`src/rtl/ffba_pkg.sv`:
```
// Shared types, codes and defaults for the first-fit block allocator.
package ffba_pkg;

   // Default geometry of the block store
   localparam int NUM_BLOCKS_DEF  = 64;
   localparam int BLOCK_UNITS_DEF = 8;

   // Fixed field widths
   localparam int TAG_W     = 8;
   localparam int SIZE_W    = 16;
   localparam int IDX_OUT_W = 6;

   // Command kinds on the request channel
   typedef enum logic [1:0] {
      KIND_ADD    = 2'd0,
      KIND_GET    = 2'd1,
      KIND_DELETE = 2'd2,
      KIND_DEFRAG = 2'd3
   } kind_type;

   // Datapath phases sequenced by the controller
   typedef enum logic [2:0] {
      PH_ADD   = 3'd0,
      PH_FILL  = 3'd1,
      PH_GET   = 3'd2,
      PH_DEL   = 3'd3,
      PH_PACK  = 3'd4,
      PH_CLEAR = 3'd5,
      PH_LIST  = 3'd6
   } phase_type;

   // Controller to datapath
   typedef struct packed {
      logic      accept;
      logic      start;
      phase_type phase;
   } cmd_type;

   // Datapath to controller
   typedef struct packed {
      logic done;
      logic hit;
      logic freed;
   } status_type;

endpackage

```
`src/rtl/ffba_ctrl.sv`:
```
// Command sequencer: walks each command through its datapath phases.
module ffba_ctrl (
   input  logic                   clock,
   input  logic                   reset,
   input  logic                   req_tvalid,
   output logic                   req_tready,
   input  logic [1:0]             req_kind,
   input  ffba_pkg::status_type   status,
   output ffba_pkg::cmd_type      cmd
);
   import ffba_pkg::*;

   typedef enum logic [7:0] {
      ST_IDLE  = 8'b0000_0001,
      ST_ADD   = 8'b0000_0010,
      ST_FILL  = 8'b0000_0100,
      ST_GET   = 8'b0000_1000,
      ST_DEL   = 8'b0001_0000,
      ST_PACK  = 8'b0010_0000,
      ST_CLEAR = 8'b0100_0000,
      ST_LIST  = 8'b1000_0000
   } state_type;

   state_type state_ff, state_in;
   logic      start_ff, start_in;
   kind_type  kind;
   phase_type phase;
   logic      accept;

   assign kind       = kind_type'(req_kind);
   assign req_tready = (state_ff == ST_IDLE);
   assign accept     = req_tvalid && req_tready;

   // Next state
   always_comb begin
      state_in = state_ff;
      start_in = 1'b0;
      unique case (state_ff)
         ST_IDLE: begin
            if (accept) begin
               start_in = 1'b1;
               unique case (kind)
                  KIND_ADD:    state_in = ST_ADD;
                  KIND_GET:    state_in = ST_GET;
                  KIND_DELETE: state_in = ST_DEL;
                  KIND_DEFRAG: state_in = ST_PACK;
                  default:     state_in = ST_IDLE;
               endcase
            end
         end
         ST_ADD: begin
            if (status.done) begin
               if (status.hit) begin
                  state_in = ST_FILL;
                  start_in = 1'b1;
               end else begin
                  state_in = ST_IDLE;
               end
            end
         end
         ST_DEL: begin
            if (status.done) begin
               if (status.freed) begin
                  state_in = ST_LIST;
                  start_in = 1'b1;
               end else begin
                  state_in = ST_IDLE;
               end
            end
         end
         ST_PACK: begin
            if (status.done) begin
               state_in = ST_CLEAR;
               start_in = 1'b1;
            end
         end
         ST_CLEAR: begin
            if (status.done) begin
               state_in = ST_LIST;
               start_in = 1'b1;
            end
         end
         ST_FILL, ST_GET, ST_LIST: begin
            if (status.done) begin
               state_in = ST_IDLE;
            end
         end
         default: state_in = ST_IDLE;
      endcase
   end

   // Phase per state
   always_comb begin
      unique case (state_ff)
         ST_ADD:   phase = PH_ADD;
         ST_FILL:  phase = PH_FILL;
         ST_GET:   phase = PH_GET;
         ST_DEL:   phase = PH_DEL;
         ST_PACK:  phase = PH_PACK;
         ST_CLEAR: phase = PH_CLEAR;
         ST_LIST:  phase = PH_LIST;
         default:  phase = PH_ADD;
      endcase
   end

   assign cmd.accept = accept;
   assign cmd.start  = start_ff;
   assign cmd.phase  = phase;

   always_ff @(posedge clock) begin
      if (reset) begin
         state_ff <= ST_IDLE;
         start_ff <= 1'b0;
      end else begin
         state_ff <= state_in;
         start_ff <= start_in;
      end
   end

endmodule

```
`src/rtl/ffba_datapath.sv`:
```
// Block store, scan counters, run tracking and the result word register.
module ffba_datapath #(
   parameter int NUM_BLOCKS  = ffba_pkg::NUM_BLOCKS_DEF,
   parameter int BLOCK_UNITS = ffba_pkg::BLOCK_UNITS_DEF
) (
   input  logic                            clock,
   input  logic                            reset,
   input  ffba_pkg::cmd_type               cmd,
   output ffba_pkg::status_type            status,
   input  logic [ffba_pkg::TAG_W-1:0]      req_descriptor,
   input  logic [ffba_pkg::SIZE_W-1:0]     req_size,
   input  logic                            rsp_tready,
   output logic                            rsp_tvalid,
   output logic [ffba_pkg::TAG_W-1:0]      rsp_owner,
   output logic [ffba_pkg::IDX_OUT_W-1:0]  rsp_first,
   output logic [ffba_pkg::IDX_OUT_W-1:0]  rsp_last_block,
   output logic                            rsp_found,
   output logic                            rsp_last
);
   import ffba_pkg::*;

   localparam int IW = $clog2(NUM_BLOCKS);
   localparam int CW = $clog2(NUM_BLOCKS + 1);
   localparam int UW = $clog2(NUM_BLOCKS * BLOCK_UNITS + 1);
   localparam int SW = ((UW > SIZE_W) ? UW : SIZE_W) + 1;
   localparam int XW = IW + IDX_OUT_W;
   localparam logic [CW-1:0] N_C      = CW'(NUM_BLOCKS);
   localparam logic [CW-1:0] LAST_C   = CW'(NUM_BLOCKS - 1);
   localparam logic [IW-1:0] LAST_IDX = IW'(NUM_BLOCKS - 1);

   // Block store: owner tag per block, valid bits make unwritten blocks free
   logic [TAG_W-1:0]      owner_mem [NUM_BLOCKS];
   logic [NUM_BLOCKS-1:0] vld_ff;
   logic [TAG_W-1:0]      mem_q_ff;
   logic                  vld_q_ff;
   logic                  we, re;
   logic [IW-1:0]         waddr, raddr;
   logic [TAG_W-1:0]      wdata;

   // Control registers
   phase_type     phase_ff, phase_in;
   logic          run_ff, run_in;
   logic          fin_ff, fin_in;
   logic          wact_ff, wact_in;
   logic          dv_ff, dv_in;
   logic          sent_ff, sent_in;
   logic          pend_v_ff, pend_v_in;
   logic          out_v_ff, out_v_in;

   // Payload registers
   logic [CW-1:0]     rd_cnt_ff, rd_cnt_in;
   logic              dend_ff, dend_in;
   logic [IW-1:0]     didx_ff, didx_in;
   logic [TAG_W-1:0]  desc_ff, desc_in;
   logic [SIZE_W-1:0] size_ff, size_in;
   logic [CW-1:0]     w_cnt_ff, w_cnt_in;
   logic [UW-1:0]     runu_ff, runu_in;
   logic [IW-1:0]     rstart_ff, rstart_in;
   logic              hit_ff, hit_in;
   logic              freed_ff, freed_in;
   logic [IW-1:0]     first_ff, first_in;
   logic [IW-1:0]     last_ff, last_in;
   logic [TAG_W-1:0]  cur_tag_ff, cur_tag_in;
   logic [IW-1:0]     cur_start_ff, cur_start_in;
   logic [TAG_W-1:0]  pend_tag_ff, pend_tag_in;
   logic [IW-1:0]     pend_first_ff, pend_first_in;
   logic [IW-1:0]     pend_last_ff, pend_last_in;
   logic [TAG_W-1:0]  out_owner_ff, out_owner_in;
   logic [IDX_OUT_W-1:0] out_first_ff, out_first_in;
   logic [IDX_OUT_W-1:0] out_lastb_ff, out_lastb_in;
   logic              out_found_ff, out_found_in;
   logic              out_tlast_ff, out_tlast_in;

   // Working signals
   logic [TAG_W-1:0] tag, t_eff;
   logic             load_ok, stall, list_close, done;
   logic [IW-1:0]    run_last, start_k;
   logic [SW-1:0]    sum;
   logic             emit, e_found, e_tlast;
   logic [TAG_W-1:0] e_owner;
   logic [IW-1:0]    e_first, e_last;
   logic [XW-1:0]    first_x, last_x;

   assign tag     = vld_q_ff ? mem_q_ff : '0;
   assign t_eff   = dend_ff ? '0 : tag;
   assign load_ok = !out_v_ff || rsp_tready;
   assign raddr   = rd_cnt_ff[IW-1:0];
   assign first_x = XW'(e_first);
   assign last_x  = XW'(e_last);

   always_comb begin
      phase_in      = phase_ff;
      run_in        = run_ff;
      fin_in        = fin_ff;
      wact_in       = wact_ff;
      dv_in         = dv_ff;
      sent_in       = sent_ff;
      pend_v_in     = pend_v_ff;
      rd_cnt_in     = rd_cnt_ff;
      dend_in       = dend_ff;
      didx_in       = didx_ff;
      desc_in       = desc_ff;
      size_in       = size_ff;
      w_cnt_in      = w_cnt_ff;
      runu_in       = runu_ff;
      rstart_in     = rstart_ff;
      hit_in        = hit_ff;
      freed_in      = freed_ff;
      first_in      = first_ff;
      last_in       = last_ff;
      cur_tag_in    = cur_tag_ff;
      cur_start_in  = cur_start_ff;
      pend_tag_in   = pend_tag_ff;
      pend_first_in = pend_first_ff;
      pend_last_in  = pend_last_ff;
      we      = 1'b0;
      re      = 1'b0;
      waddr   = didx_ff;
      wdata   = '0;
      done    = 1'b0;
      emit    = 1'b0;
      e_owner = pend_tag_ff;
      e_first = pend_first_ff;
      e_last  = pend_last_ff;
      e_found = 1'b1;
      e_tlast = 1'b0;
      start_k = (runu_ff == '0) ? didx_ff : rstart_ff;
      sum     = SW'(runu_ff) + SW'(BLOCK_UNITS);

      // Run closing during a listing pass; flush the held run first
      run_last   = dend_ff ? LAST_IDX : didx_ff - IW'(1);
      list_close = run_ff && dv_ff && (phase_ff == PH_LIST) &&
                   (t_eff != cur_tag_ff) && (cur_tag_ff != '0);
      stall      = 1'b0;
      if (list_close && pend_v_ff) begin
         emit  = 1'b1;
         stall = !load_ok;
      end

      // Latch the command fields
      if (cmd.accept) begin
         desc_in = req_descriptor;
         size_in = req_size;
      end

      priority if (cmd.start) begin
         phase_in  = cmd.phase;
         rd_cnt_in = '0;
         dv_in     = 1'b0;
         sent_in   = 1'b0;
         fin_in    = 1'b0;
         unique case (cmd.phase)
            PH_ADD: begin
               run_in  = 1'b1;
               runu_in = '0;
               hit_in  = 1'b0;
            end
            PH_GET: begin
               run_in = 1'b1;
               hit_in = 1'b0;
            end
            PH_DEL: begin
               run_in   = 1'b1;
               freed_in = 1'b0;
            end
            PH_PACK: begin
               run_in   = 1'b1;
               w_cnt_in = '0;
            end
            PH_LIST: begin
               run_in     = 1'b1;
               cur_tag_in = '0;
               pend_v_in  = 1'b0;
            end
            PH_FILL: begin
               wact_in  = 1'b1;
               w_cnt_in = CW'(first_ff);
            end
            PH_CLEAR: begin
               wact_in = 1'b1;
            end
            default: ;
         endcase
      end else if (run_ff) begin
         if (!stall) begin
            // Issue the next read, then one end-of-store marker
            if (rd_cnt_ff != N_C) begin
               re        = 1'b1;
               rd_cnt_in = rd_cnt_ff + CW'(1);
               dv_in     = 1'b1;
               dend_in   = 1'b0;
               didx_in   = rd_cnt_ff[IW-1:0];
            end else if (!sent_ff) begin
               dv_in   = 1'b1;
               dend_in = 1'b1;
               sent_in = 1'b1;
            end else begin
               dv_in = 1'b0;
            end

            // Look at the block returned by the previous read
            if (dv_ff) begin
               unique case (phase_ff)
                  PH_ADD: begin
                     if (!dend_ff) begin
                        if (tag == '0) begin
                           rstart_in = start_k;
                           runu_in   = sum[UW-1:0];
                           if ((desc_ff != '0) && (size_ff != '0) &&
                               (sum >= SW'(size_ff))) begin
                              hit_in   = 1'b1;
                              first_in = start_k;
                              last_in  = didx_ff;
                              run_in   = 1'b0;
                              fin_in   = 1'b1;
                           end
                        end else begin
                           runu_in = '0;
                        end
                     end
                  end
                  PH_GET: begin
                     if (!dend_ff && (desc_ff != '0) && (tag == desc_ff)) begin
                        if (!hit_ff) begin
                           first_in = didx_ff;
                        end
                        hit_in  = 1'b1;
                        last_in = didx_ff;
                     end
                  end
                  PH_DEL: begin
                     if (!dend_ff && (desc_ff != '0) && (tag == desc_ff)) begin
                        we       = 1'b1;
                        waddr    = didx_ff;
                        wdata    = '0;
                        freed_in = 1'b1;
                     end
                  end
                  PH_PACK: begin
                     if (!dend_ff && (tag != '0)) begin
                        we       = 1'b1;
                        waddr    = w_cnt_ff[IW-1:0];
                        wdata    = tag;
                        w_cnt_in = w_cnt_ff + CW'(1);
                     end
                  end
                  PH_LIST: begin
                     if (t_eff != cur_tag_ff) begin
                        if (list_close) begin
                           pend_v_in     = 1'b1;
                           pend_tag_in   = cur_tag_ff;
                           pend_first_in = cur_start_ff;
                           pend_last_in  = run_last;
                        end
                        cur_tag_in   = t_eff;
                        cur_start_in = didx_ff;
                     end
                  end
                  default: ;
               endcase
               if (dend_ff) begin
                  run_in = 1'b0;
                  fin_in = 1'b1;
               end
            end
         end
      end else if (fin_ff) begin
         // Closing step of a scan
         unique case (phase_ff)
            PH_ADD, PH_GET: begin
               emit    = 1'b1;
               e_owner = desc_ff;
               e_first = hit_ff ? first_ff : '0;
               e_last  = hit_ff ? last_ff : '0;
               e_found = hit_ff;
               e_tlast = 1'b1;
               if (load_ok) begin
                  fin_in = 1'b0;
                  done   = 1'b1;
               end
            end
            PH_LIST: begin
               if (pend_v_ff) begin
                  emit    = 1'b1;
                  e_tlast = 1'b1;
                  if (load_ok) begin
                     pend_v_in = 1'b0;
                     fin_in    = 1'b0;
                     done      = 1'b1;
                  end
               end else begin
                  fin_in = 1'b0;
                  done   = 1'b1;
               end
            end
            default: begin
               fin_in = 1'b0;
               done   = 1'b1;
            end
         endcase
      end else if (wact_ff) begin
         // Write-only sweeps
         if (phase_ff == PH_FILL) begin
            we       = 1'b1;
            waddr    = w_cnt_ff[IW-1:0];
            wdata    = desc_ff;
            w_cnt_in = w_cnt_ff + CW'(1);
            if (w_cnt_ff[IW-1:0] == last_ff) begin
               wact_in = 1'b0;
               done    = 1'b1;
            end
         end else begin
            if (w_cnt_ff != N_C) begin
               we       = 1'b1;
               waddr    = w_cnt_ff[IW-1:0];
               wdata    = '0;
               w_cnt_in = w_cnt_ff + CW'(1);
               if (w_cnt_ff == LAST_C) begin
                  wact_in = 1'b0;
                  done    = 1'b1;
               end
            end else begin
               wact_in = 1'b0;
               done    = 1'b1;
            end
         end
      end else begin
         // Idle: everything holds
      end
   end

   // Result word register
   always_comb begin
      out_v_in     = out_v_ff;
      out_owner_in = out_owner_ff;
      out_first_in = out_first_ff;
      out_lastb_in = out_lastb_ff;
      out_found_in = out_found_ff;
      out_tlast_in = out_tlast_ff;
      if (emit && load_ok) begin
         out_v_in     = 1'b1;
         out_owner_in = e_owner;
         out_first_in = first_x[IDX_OUT_W-1:0];
         out_lastb_in = last_x[IDX_OUT_W-1:0];
         out_found_in = e_found;
         out_tlast_in = e_tlast;
      end else if (rsp_tready) begin
         out_v_in = 1'b0;
      end
   end

   assign status.done  = done;
   assign status.hit   = hit_ff;
   assign status.freed = freed_ff;

   assign rsp_tvalid     = out_v_ff;
   assign rsp_owner      = out_owner_ff;
   assign rsp_first      = out_first_ff;
   assign rsp_last_block = out_lastb_ff;
   assign rsp_found      = out_found_ff;
   assign rsp_last       = out_tlast_ff;

   // Store array and registered read port
   always_ff @(posedge clock) begin
      if (we) begin
         owner_mem[waddr] <= wdata;
      end
      if (re) begin
         mem_q_ff <= owner_mem[raddr];
         vld_q_ff <= vld_ff[raddr];
      end
   end

   // Valid bits
   always_ff @(posedge clock) begin
      if (reset) begin
         vld_ff <= '0;
      end else if (we) begin
         vld_ff[waddr] <= 1'b1;
      end
   end

   // Control state
   always_ff @(posedge clock) begin
      if (reset) begin
         phase_ff  <= PH_ADD;
         run_ff    <= 1'b0;
         fin_ff    <= 1'b0;
         wact_ff   <= 1'b0;
         dv_ff     <= 1'b0;
         sent_ff   <= 1'b0;
         pend_v_ff <= 1'b0;
         out_v_ff  <= 1'b0;
      end else begin
         phase_ff  <= phase_in;
         run_ff    <= run_in;
         fin_ff    <= fin_in;
         wact_ff   <= wact_in;
         dv_ff     <= dv_in;
         sent_ff   <= sent_in;
         pend_v_ff <= pend_v_in;
         out_v_ff  <= out_v_in;
      end
   end

   // Payload
   always_ff @(posedge clock) begin
      rd_cnt_ff     <= rd_cnt_in;
      dend_ff       <= dend_in;
      didx_ff       <= didx_in;
      desc_ff       <= desc_in;
      size_ff       <= size_in;
      w_cnt_ff      <= w_cnt_in;
      runu_ff       <= runu_in;
      rstart_ff     <= rstart_in;
      hit_ff        <= hit_in;
      freed_ff      <= freed_in;
      first_ff      <= first_in;
      last_ff       <= last_in;
      cur_tag_ff    <= cur_tag_in;
      cur_start_ff  <= cur_start_in;
      pend_tag_ff   <= pend_tag_in;
      pend_first_ff <= pend_first_in;
      pend_last_ff  <= pend_last_in;
      out_owner_ff  <= out_owner_in;
      out_first_ff  <= out_first_in;
      out_lastb_ff  <= out_lastb_in;
      out_found_ff  <= out_found_in;
      out_tlast_ff  <= out_tlast_in;
   end

endmodule

```
`src/rtl/first_fit_block_allocator_core.sv`:
```
// A store scan reads one block a cycle, but a stalled result word holds a listing scan.
// Add: scan up to the first fitting free run, send the result word, then fill the run on a hit.
// Get: a full store scan, then one result word with the first and last owned block.
// Delete: a scan that frees the owned blocks, plus a listing pass if blocks were freed.
// Defragment: pack scan, clear sweep of the blocks above the packed ones, then a listing pass.
// One command at a time; a stalled result word holds the listing scan. Reset (synchronous,
// active high) clears the per-block valid bits: all blocks free at once.
module first_fit_block_allocator_core #(
   parameter int NUM_BLOCKS  = ffba_pkg::NUM_BLOCKS_DEF,
   parameter int BLOCK_UNITS = ffba_pkg::BLOCK_UNITS_DEF
) (
   input  logic        clock,
   input  logic        reset,
   input  logic        req_tvalid,
   output logic        req_tready,
   input  logic [23:0] req_tdata,   // [7:0] descriptor, [23:8] size_units
   input  logic [1:0]  req_tuser,   // [1:0] kind
   output logic        rsp_tvalid,
   input  logic        rsp_tready,
   output logic [23:0] rsp_tdata,   // [7:0] owner, [13:8] first_block, [19:14] last_block, pad
   output logic [0:0]  rsp_tuser,   // [0] found
   output logic        rsp_tlast
);
   import ffba_pkg::*;

   cmd_type             cmd;
   status_type          status;
   logic [TAG_W-1:0]     rsp_owner;
   logic [IDX_OUT_W-1:0] rsp_first;
   logic [IDX_OUT_W-1:0] rsp_last_block;
   logic                 rsp_found;

   ffba_ctrl u_ctrl (
      .clock      (clock),
      .reset      (reset),
      .req_tvalid (req_tvalid),
      .req_tready (req_tready),
      .req_kind   (req_tuser),
      .status     (status),
      .cmd        (cmd)
   );

   ffba_datapath #(
      .NUM_BLOCKS  (NUM_BLOCKS),
      .BLOCK_UNITS (BLOCK_UNITS)
   ) u_datapath (
      .clock          (clock),
      .reset          (reset),
      .cmd            (cmd),
      .status         (status),
      .req_descriptor (req_tdata[7:0]),
      .req_size       (req_tdata[23:8]),
      .rsp_tready     (rsp_tready),
      .rsp_tvalid     (rsp_tvalid),
      .rsp_owner      (rsp_owner),
      .rsp_first      (rsp_first),
      .rsp_last_block (rsp_last_block),
      .rsp_found      (rsp_found),
      .rsp_last       (rsp_tlast)
   );

   // Pack the result word
   assign rsp_tdata = {4'b0000, rsp_last_block, rsp_first, rsp_owner};
   assign rsp_tuser = rsp_found;

endmodule
```
`config.mk`:
```
export PLATFORM = sky130hd
export DESIGN_NAME = first_fit_block_allocator_core
export DESIGN_NICKNAME = d
export VERILOG_FILES = /design/src/rtl/ffba_pkg.sv /design/src/rtl/ffba_ctrl.sv /design/src/rtl/ffba_datapath.sv /design/src/rtl/first_fit_block_allocator_core.sv
export SDC_FILE = /design/constraint.sdc
export NUM_CORES = 1
export LEC_CHECK = 0
export BUFFER_PORTS_ARGS = -buffer_cell sky130_fd_sc_hd__buf_2
export CAP_MARGIN = 10
export CORE_UTILIZATION = 60
export CTS_BUF_LIST = sky130_fd_sc_hd__clkbuf_2
export DETAILED_ROUTE_END_ITERATION = 8
export HOLD_SLACK_MARGIN = 0.12
export PLACE_DENSITY = 0.82
export SYNTH_ARGS = -nofsm -noshare
export SYNTH_HDL_FRONTEND = slang
export SYNTH_SLANG_ARGS = --single-unit
```
`constraint.sdc`:
```
create_clock -name clock -period 10.2 [get_ports clock]
set_clock_uncertainty 0.2 [all_clocks]
set_input_delay 0.51 -clock clock [delete_from_list [all_inputs] [get_ports clock]]
set_output_delay 0.51 -clock clock [all_outputs]
set_load 0.05 [all_outputs]
```
# Yosys cells after proc, flatten, opt, wreduce, memory -nomap -nowiden

Memories as Yosys holds them, arrays and structs flattened. A register that Yosys moved wholly into a read port is not among the register bits.
Cells that the tools add are included.

Register bits: 215
Bits in writable memories: 512
Bits of input ports: 30
Output and inout port bits: 28
Memories kept: 1

Memory list:

| memory               | depth | bits a word | rd ports | clocked after memory_dff | wr ports | RTL line            | text |
|---|---|---|---|---|---|---|---|
| u_datapath.owner_mem | 64    | 8           | 1        | 1                        | 1        | ffba_datapath.sv:32 | `logic [TAG_W-1:0] owner_mem [NUM_BLOCKS];` |

$add $sub $neg: 4
Magnitude comparators: 4
Equality and inequality tests: 67
Mux-type cells: 190
Bitwise logic cells: 7
Reduce and logical (&&, ||, !) cells: 69

Operator list:

| cell                | count |
|---|---|
| $mux 8              | 29 |
| $mux 6              | 30 |
| $mux 1              | 97 |
| $mux 10             | 8 |
| $mux 7              | 10 |
| $or 64x64->64       | 1 |
| $pmux 8 s6          | 1 |
| $pmux 8 s4          | 1 |
| $ne 3x3->1 const B  | 10 |
| $reduce_and 6->1    | 5 |
| $ne 2x2->1 const B  | 13 |
| $pmux 6 s2          | 2 |
| $reduce_bool 8->1   | 3 |
| $ne 2x1->1 const B  | 11 |
| $pmux 3 s6          | 1 |
| $reduce_and 9->1    | 2 |
| $reduce_bool 2->1   | 9 |
| $ge 17x16->1        | 1 |
| $reduce_and 8->1    | 2 |
| $reduce_bool 16->1  | 1 |
| $eq 3x3->1 const B  | 5 |
| $reduce_bool 3->1   | 5 |
| $add 7x1->7 const B | 2 |
| $lt 6x7->1 const B  | 2 |
| 47 further kinds    | 90 |

# Longest topological paths before layout

Word-level depth: 15
Gate-level depth with buffers: 12
Depth with buffers taken out: 12

# Modules after synthesis

A second synthesis with hierarchy kept.

Cells, all modules: 1802
Area total of the unflattened synthesis: 30755.7 um^2

Modules (own cells, without submodules):

| module                         | instances | cells each | area each (um^2) | seq. area each (um^2) |
|---|---|---|---|---|
| ffba_datapath                  | 1         | 1722       | 30115.1          | 20990.1 |
| ffba_ctrl                      | 1         | 75         | 606.8            | 180.2 |
| first_fit_block_allocator_core | 1         | 5          | 33.8             | 0.0 |

# Worst setup path before layout

No wires, ideal clock.

Kind: reg2reg
Start point: reg u_datapath.mem_q_ff[0], read port of u_datapath.owner_mem
End point: reg u_datapath.pend_first_ff[0] (enable)
Setup time: 0.448 ns
Data arrival time: 3.252 ns
Required time: 9.552 ns
Setup slack: 6.300 ns
Cell stages (with the launch flop): 7
Buffers on the path: 0
Cell sequence: edfxtp_1 nor4bb_1 a31oi_1 o21ai_0 a41o_1 nor3_1 nor4_1

Longest elaborated chain between the ends: 9

RTL lines:

| what                                  | RTL line                                   | text |
|---|---|---|
| start, declared                       | ffba_datapath.sv:34                        | `logic [TAG_W-1:0] mem_q_ff;` |
| $mux 8 (*)                            | ffba_datapath.sv:84                        | `assign tag = vld_q_ff ? mem_q_ff : '0;` |
| $mux 8 (*)                            | ffba_datapath.sv:85                        | `assign t_eff = dend_ff ? '0 : tag;` |
| $ne 8x8->1 (*)                        | ffba_datapath.sv:133, ffba_datapath.sv:248 |  |
| $logic_and 1x1->1                     | ffba_datapath.sv:132                       | `list_close = run_ff && dv_ff && (phase_ff == PH_LIST) &&` |
| $logic_and 1x1->1                     | ffba_datapath.sv:133                       | `(t_eff != cur_tag_ff) && (cur_tag_ff != '0);` |
| $logic_and 1x1->1                     | ffba_datapath.sv:135                       | `if (list_close && pend_v_ff) begin` |
| $mux 1                                | ffba_datapath.sv:135                       |  |
| $not 1->1 (no source line)            | --                                         |  |
| $reduce_and 7->1 (no source line) (*) | --                                         |  |
| end signal, assigned                  | ffba_datapath.sv:423                       | `pend_first_ff <= pend_first_in;` |
| end, declared                         | ffba_datapath.sv:66                        | `logic [IW-1:0] pend_first_ff, pend_first_in;` |

Every way passes the cells marked *; elsewhere a longest branch is shown, timed or not.
A chain may end at the register's enable or synchronous reset.

# Worst setup path in the final report

Start point: reg u_datapath.mem_q_ff[6], read port of u_datapath.owner_mem
End point: mem u_datapath.owner_mem[47][6] (enable)

Longest elaborated chain between the ends: 12

RTL lines:

| what                                                | RTL line |
|---|---|
| $mux 8 (*)                                          | ffba_datapath.sv:84 |
| branches (longest 11 deep; another with $eq 8x8->1) | -- |
| end, declared                                       | ffba_datapath.sv:32 |

Mark *: on every way between the ends.

==> flow_results.xml <==
<?xml version="1.0" encoding="UTF-8"?>
<metrics>
  <group name="outcome">
    <metric name="run_status" unit="">finished, final reports clean</metric>
  </group>
  <group name="clock_network">
    <metric name="root_buffer" unit="">sky130_fd_sc_hd__clkbuf_2</metric>
    <metric name="cts.reportedPaths.clkPinSlew" unit="ns">0.11</metric>
    <metric name="clk_path_buf_depth" unit="">3</metric>
    <metric name="cts_tree" unit="">done</metric>
    <metric name="clk_latency" unit="ns">1.43</metric>
    <metric name="clock_buffer_count_from_cts" unit="">175</metric>
    <metric name="post_cts.resized_instances" unit="">0</metric>
    <metric name="cts_htree_levels" unit="">4</metric>
    <metric name="cts.sinks" unit="">735</metric>
  </group>
  <group name="timing">
    <metric name="setup_viol" unit="">0</metric>
    <metric name="layout_worst_path_cycle_share" unit="%">44.0</metric>
    <metric name="timing_hold_violations_final" unit="">0</metric>
    <metric name="relSlewSlack" unit="%">13.2</metric>
    <metric name="fin_setup_tns" unit="ns">0</metric>
    <metric name="period_minus_slack" unit="ns">4.49</metric>
    <metric name="fmax" unit="MHz">223</metric>
    <metric name="final_max_slew_viol_count" unit="">0</metric>
    <metric name="timing_worst_slew_pin_value" unit="ns">1.30</metric>
    <metric name="hold_slack" unit="ns">0.225</metric>
    <metric name="grt_setup_unrepaired" unit="">false</metric>
  </group>
  <group name="worst_setup_path">
    <metric name="setup.worst_path.end" unit="">u_datapath.owner_mem[47][6]</metric>
    <metric name="crit-reg2reg-launch" unit="">u_datapath.mem_q_ff[6]</metric>
    <metric name="timing.critical_path.from_type" unit="">flop</metric>
    <metric name="critical_path_class" unit="">flop to flop</metric>
    <metric name="cp.arrival" unit="ns">5.28</metric>
    <metric name="ff2ff_path_depth" unit="">7</metric>
    <metric name="cp_max_fo" unit="">32</metric>
    <metric name="worstReg2RegEnd" unit="">u_datapath.owner_mem[47][6]</metric>
    <metric name="max_stage_delay_cell_worst_path" unit="">sky130_fd_sc_hd__nor3_1</metric>
    <metric name="type_of_element_capturing_the_critical_path" unit="">flop</metric>
    <metric name="cp-startpoint" unit="">u_datapath.mem_q_ff[6]</metric>
    <metric name="critical_path.max_stage_delay" unit="ns">1.12</metric>
    <metric name="reg2reg_slack" unit="ns">5.71</metric>
    <metric name="crit_path_cell_trace" unit="">or4_4, o21ai_4, nor2_1, nor2b_1, nand4_1, o21a_2, nor3_1</metric>
    <metric name="timing.critical_path.required" unit="ns">10.99</metric>
  </group>
  <group name="pwr">
    <metric name="power_per_cell_area" unit="mW/mm^2">183</metric>
    <metric name="ir_drop" unit="mV">0.109</metric>
    <metric name="total_leakage_power" unit="nW">9.90</metric>
  </group>
  <group name="place">
    <metric name="dpl.hpwl" unit="mm">41.9</metric>
    <metric name="io_buffers" unit="">53</metric>
    <metric name="routabilityCongestion" unit="">0.902</metric>
    <metric name="dpl.cell_count" unit="">2434</metric>
  </group>
  <group name="global_route">
    <metric name="grt.met2_usage" unit="%">46.5</metric>
    <metric name="grt_first_pass_wirelength" unit="mm">107</metric>
    <metric name="grt.met3_usage" unit="%">7.44</metric>
    <metric name="grt_pass1_vias" unit="">18300</metric>
    <metric name="track_usage" unit="%">28.6</metric>
    <metric name="maximum_number_of_pins_on_one_net_before_global_route_repair" unit="">88</metric>
    <metric name="global_route.peak_usage_layer" unit="">met2</metric>
    <metric name="total_congestion_overflow_after_global_routing" unit="">0</metric>
    <metric name="antenna_violations_before_repair" unit="">2</metric>
    <metric name="met1_usage" unit="%">35.1</metric>
  </group>
  <group name="floorplanning">
    <metric name="num_rows" unit="">82</metric>
    <metric name="initial_utilization" unit="%">60.7</metric>
    <metric name="floorplan.die_area" unit="mm^2">0.0515</metric>
    <metric name="die_w" unit="um">227</metric>
    <metric name="floorplan.io_pins" unit="">58</metric>
    <metric name="fp.coreArea" unit="mm^2">0.0500</metric>
    <metric name="die_y" unit="um">227</metric>
  </group>
  <group name="final_layout">
    <metric name="drive_gt1_share" unit="%">30.1</metric>
    <metric name="n_fill_cell" unit="">3184</metric>
    <metric name="flow.area_growth_from_synthesis" unit="%">12.0</metric>
    <metric name="sequential_cell_area" unit="mm^2">0.0212</metric>
    <metric name="final_cells" unit="">2855</metric>
    <metric name="multiInputGateArea" unit="mm^2">0.00834</metric>
    <metric name="finalNetCount" unit="">2091</metric>
  </group>
  <group name="min_path">
    <metric name="min-delay-path-class" unit="">flop to flop</metric>
    <metric name="hold-path-cell-count" unit="">0</metric>
  </group>
  <group name="logic_synthesis">
    <metric name="synth-edff-count" unit="">645</metric>
    <metric name="dominantRegCellSynth" unit="">sky130_fd_sc_hd__edfxtp_1</metric>
    <metric name="ys_seq_area_share" unit="%">69.8</metric>
    <metric name="synthMostInstantiatedCell" unit="">sky130_fd_sc_hd__edfxtp_1</metric>
    <metric name="synth_top_cell_area_share" unit="%">63.9</metric>
    <metric name="syn_area" unit="mm^2">0.0303</metric>
    <metric name="post_synth_most_frequent_cells" unit="">645 x sky130_fd_sc_hd__edfxtp_1, 189 x sky130_fd_sc_hd__mux4_2, 98 x sky130_fd_sc_hd__inv_1, 90 x sky130_fd_sc_hd__dfxtp_1, 78 x sky130_fd_sc_hd__nand2_1</metric>
    <metric name="ys.warnings.count" unit="">0</metric>
    <metric name="async_s_r_ff_share_synth" unit="%">0</metric>
    <metric name="synth_area_per_cell" unit="um^2">17.2</metric>
    <metric name="ys_types" unit="">76</metric>
    <metric name="synth_top_cell_by_area" unit="">sky130_fd_sc_hd__edfxtp_1</metric>
    <metric name="synth.ff_latch_count" unit="">735</metric>
    <metric name="synthesis.instances" unit="">1766</metric>
    <metric name="synth.area.top_cells" unit="">sky130_fd_sc_hd__edfxtp_1 64%, sky130_fd_sc_hd__mux4_2 14%, sky130_fd_sc_hd__dfxtp_1 5.9%</metric>
  </group>
  <group name="routing">
    <metric name="route.detailed.wl_per_inst" unit="um">24.6</metric>
    <metric name="avgViaCountPerCell" unit="">6.28</metric>
    <metric name="vias" unit="">17900</metric>
    <metric name="detail_route.iter0.violations" unit="">2005</metric>
    <metric name="drt-total-wl" unit="mm">70.3</metric>
    <metric name="antenna_left" unit="">0</metric>
    <metric name="first_pass_detailed_route_iteration_total" unit="">7</metric>
    <metric name="detail_route.drc_violations" unit="">0</metric>
  </group>
  <group name="run">
    <metric name="maxcap_violations" unit="">0</metric>
  </group>
</metrics>
cell families after synthesis:
family / count (synthesis) / synth area share, %
DFF: 735 / 69.8
and+or+nand+nor: 362 / 6.39
muxes: 214 / 15.0
buffers and inverters: 208 / 2.90
AOI/OAI and AO/OA: 200 / 4.35
xor gates and xnor gates: 29 / 0.837
adders and majority gates: 17 / 0.701
other: 1 / 0.0124
per-layer routing:
| metal | wire length, um | vias up |
|---|---|---|
| met3 | 6480 | 185 |
| met5 | 0 | - |
| li1 | - | 7696 |
| met1 | 25400 | 8943 |
| met4 | 3080 | 0 |
| met2 | 35400 | 1106 |
worst max-delay path, delay by kind of cell, from the launching register on:
family	cells	cell delay [ns]
simple gates	5	2.37
compound gates	2	0.81
flops	1	0.62
layout make-up:
type,count,area share [%]
Antenna cell,8,0.0589
Clock buffer,251,3.70
Clock inverter,57,1.05
Inverter,98,1.08
Multi-Input combinational cell,826,24.6
Sequential cell,735,62.4
Tap cell,672,2.48
Timing Repair Buffer,208,4.73
worst min-delay path by stage:
stage | start | endpoint | slack [ns]
2_1_floorplan | u_datapath.cur_start_ff[0] | u_datapath.pend_first_ff[0] | 0.20
3_3_place_gp | u_datapath.cur_start_ff[5] | u_datapath.pend_first_ff[5] | 0.20
3_5_place_dp | u_datapath.cur_start_ff[3] | u_datapath.pend_first_ff[3] | 0.21
4_1_cts | req_tdata[12] | u_datapath.size_ff[4] | 0.12
5_1_grt | req_tdata[19] | u_datapath.size_ff[11] | 0.16
6_report | u_datapath.cur_start_ff[5] | u_datapath.pend_first_ff[5] | 0.23
cell usage in the layout, fill, tap and decap left out, types with 30 or more instances in the layout:
| cell | instances |
|---|---|
| sky130_fd_sc_hd__o21ai_0 | 44 |
| sky130_fd_sc_hd__dfxtp_1 | 86 |
| sky130_fd_sc_hd__clkinv_1 | 38 |
| sky130_fd_sc_hd__buf_2 | 66 |
| sky130_fd_sc_hd__nor2_1 | 61 |
| sky130_fd_sc_hd__nand3_1 | 30 |
| sky130_fd_sc_hd__inv_1 | 98 |
| sky130_fd_sc_hd__clkbuf_2 | 252 |
| sky130_fd_sc_hd__o22ai_1 | 67 |
| sky130_fd_sc_hd__mux4_2 | 189 |
| sky130_fd_sc_hd__nor3_1 | 63 |
| sky130_fd_sc_hd__buf_4 | 49 |
| sky130_fd_sc_hd__edfxtp_1 | 645 |
| sky130_fd_sc_hd__dlygate4sd3_1 | 85 |
| sky130_fd_sc_hd__nand2_1 | 78 |
through the flow:
stage	worst slack [ns]	util, %	cell area [um^2]	total power, mW
floorplan	6.30	-	30300	4.11
global placement	5.72	62.7	31300	4.29
detailed placement	5.64	62.8	31400	4.32
CTS	5.62	67.7	33800	6.24
global route	5.39	68.0	34000	6.49
finish	5.71	68.0	34000	6.22
flip-flops by register name, indices dropped and copies added (netlist names), 3 cells and up:
signal and flops:
u_datapath.phase_ff 3, u_datapath.runu_ff 10, u_datapath.desc_ff 8, u_datapath.owner_mem 512
u_datapath.pend_last_ff 6, u_datapath.rsp_last_block 6, u_datapath.cur_tag_ff 8, u_datapath.rd_cnt_ff 7
u_datapath.pend_first_ff 6, u_datapath.rsp_first 6, u_datapath.last_ff 6, u_datapath.didx_ff 6
u_datapath.mem_q_ff 8, u_datapath.w_cnt_ff 7, u_datapath.cur_start_ff 6, u_datapath.size_ff 16
u_ctrl.state_ff 8, u_datapath.pend_tag_ff 8, u_datapath.vld_ff 64, u_datapath.first_ff 6
u_datapath.rsp_owner 8, u_datapath.rstart_ff 6
where the power goes:
part           total, mW  internal, mW  switching (mW)
Sequential          3.42          3.31           0.112
Clock               1.93         0.767            1.16
Combinational      0.864         0.364           0.500
timing repair:
| item | in CTS | in global routing |
|---|---|---|
| hold endpoints to repair | 173 | 0 |
| setup buffers | 0 | 0 |
| hold buffers | 85 | 0 |
No activity file was read; power rests on OpenSTA's default activity.
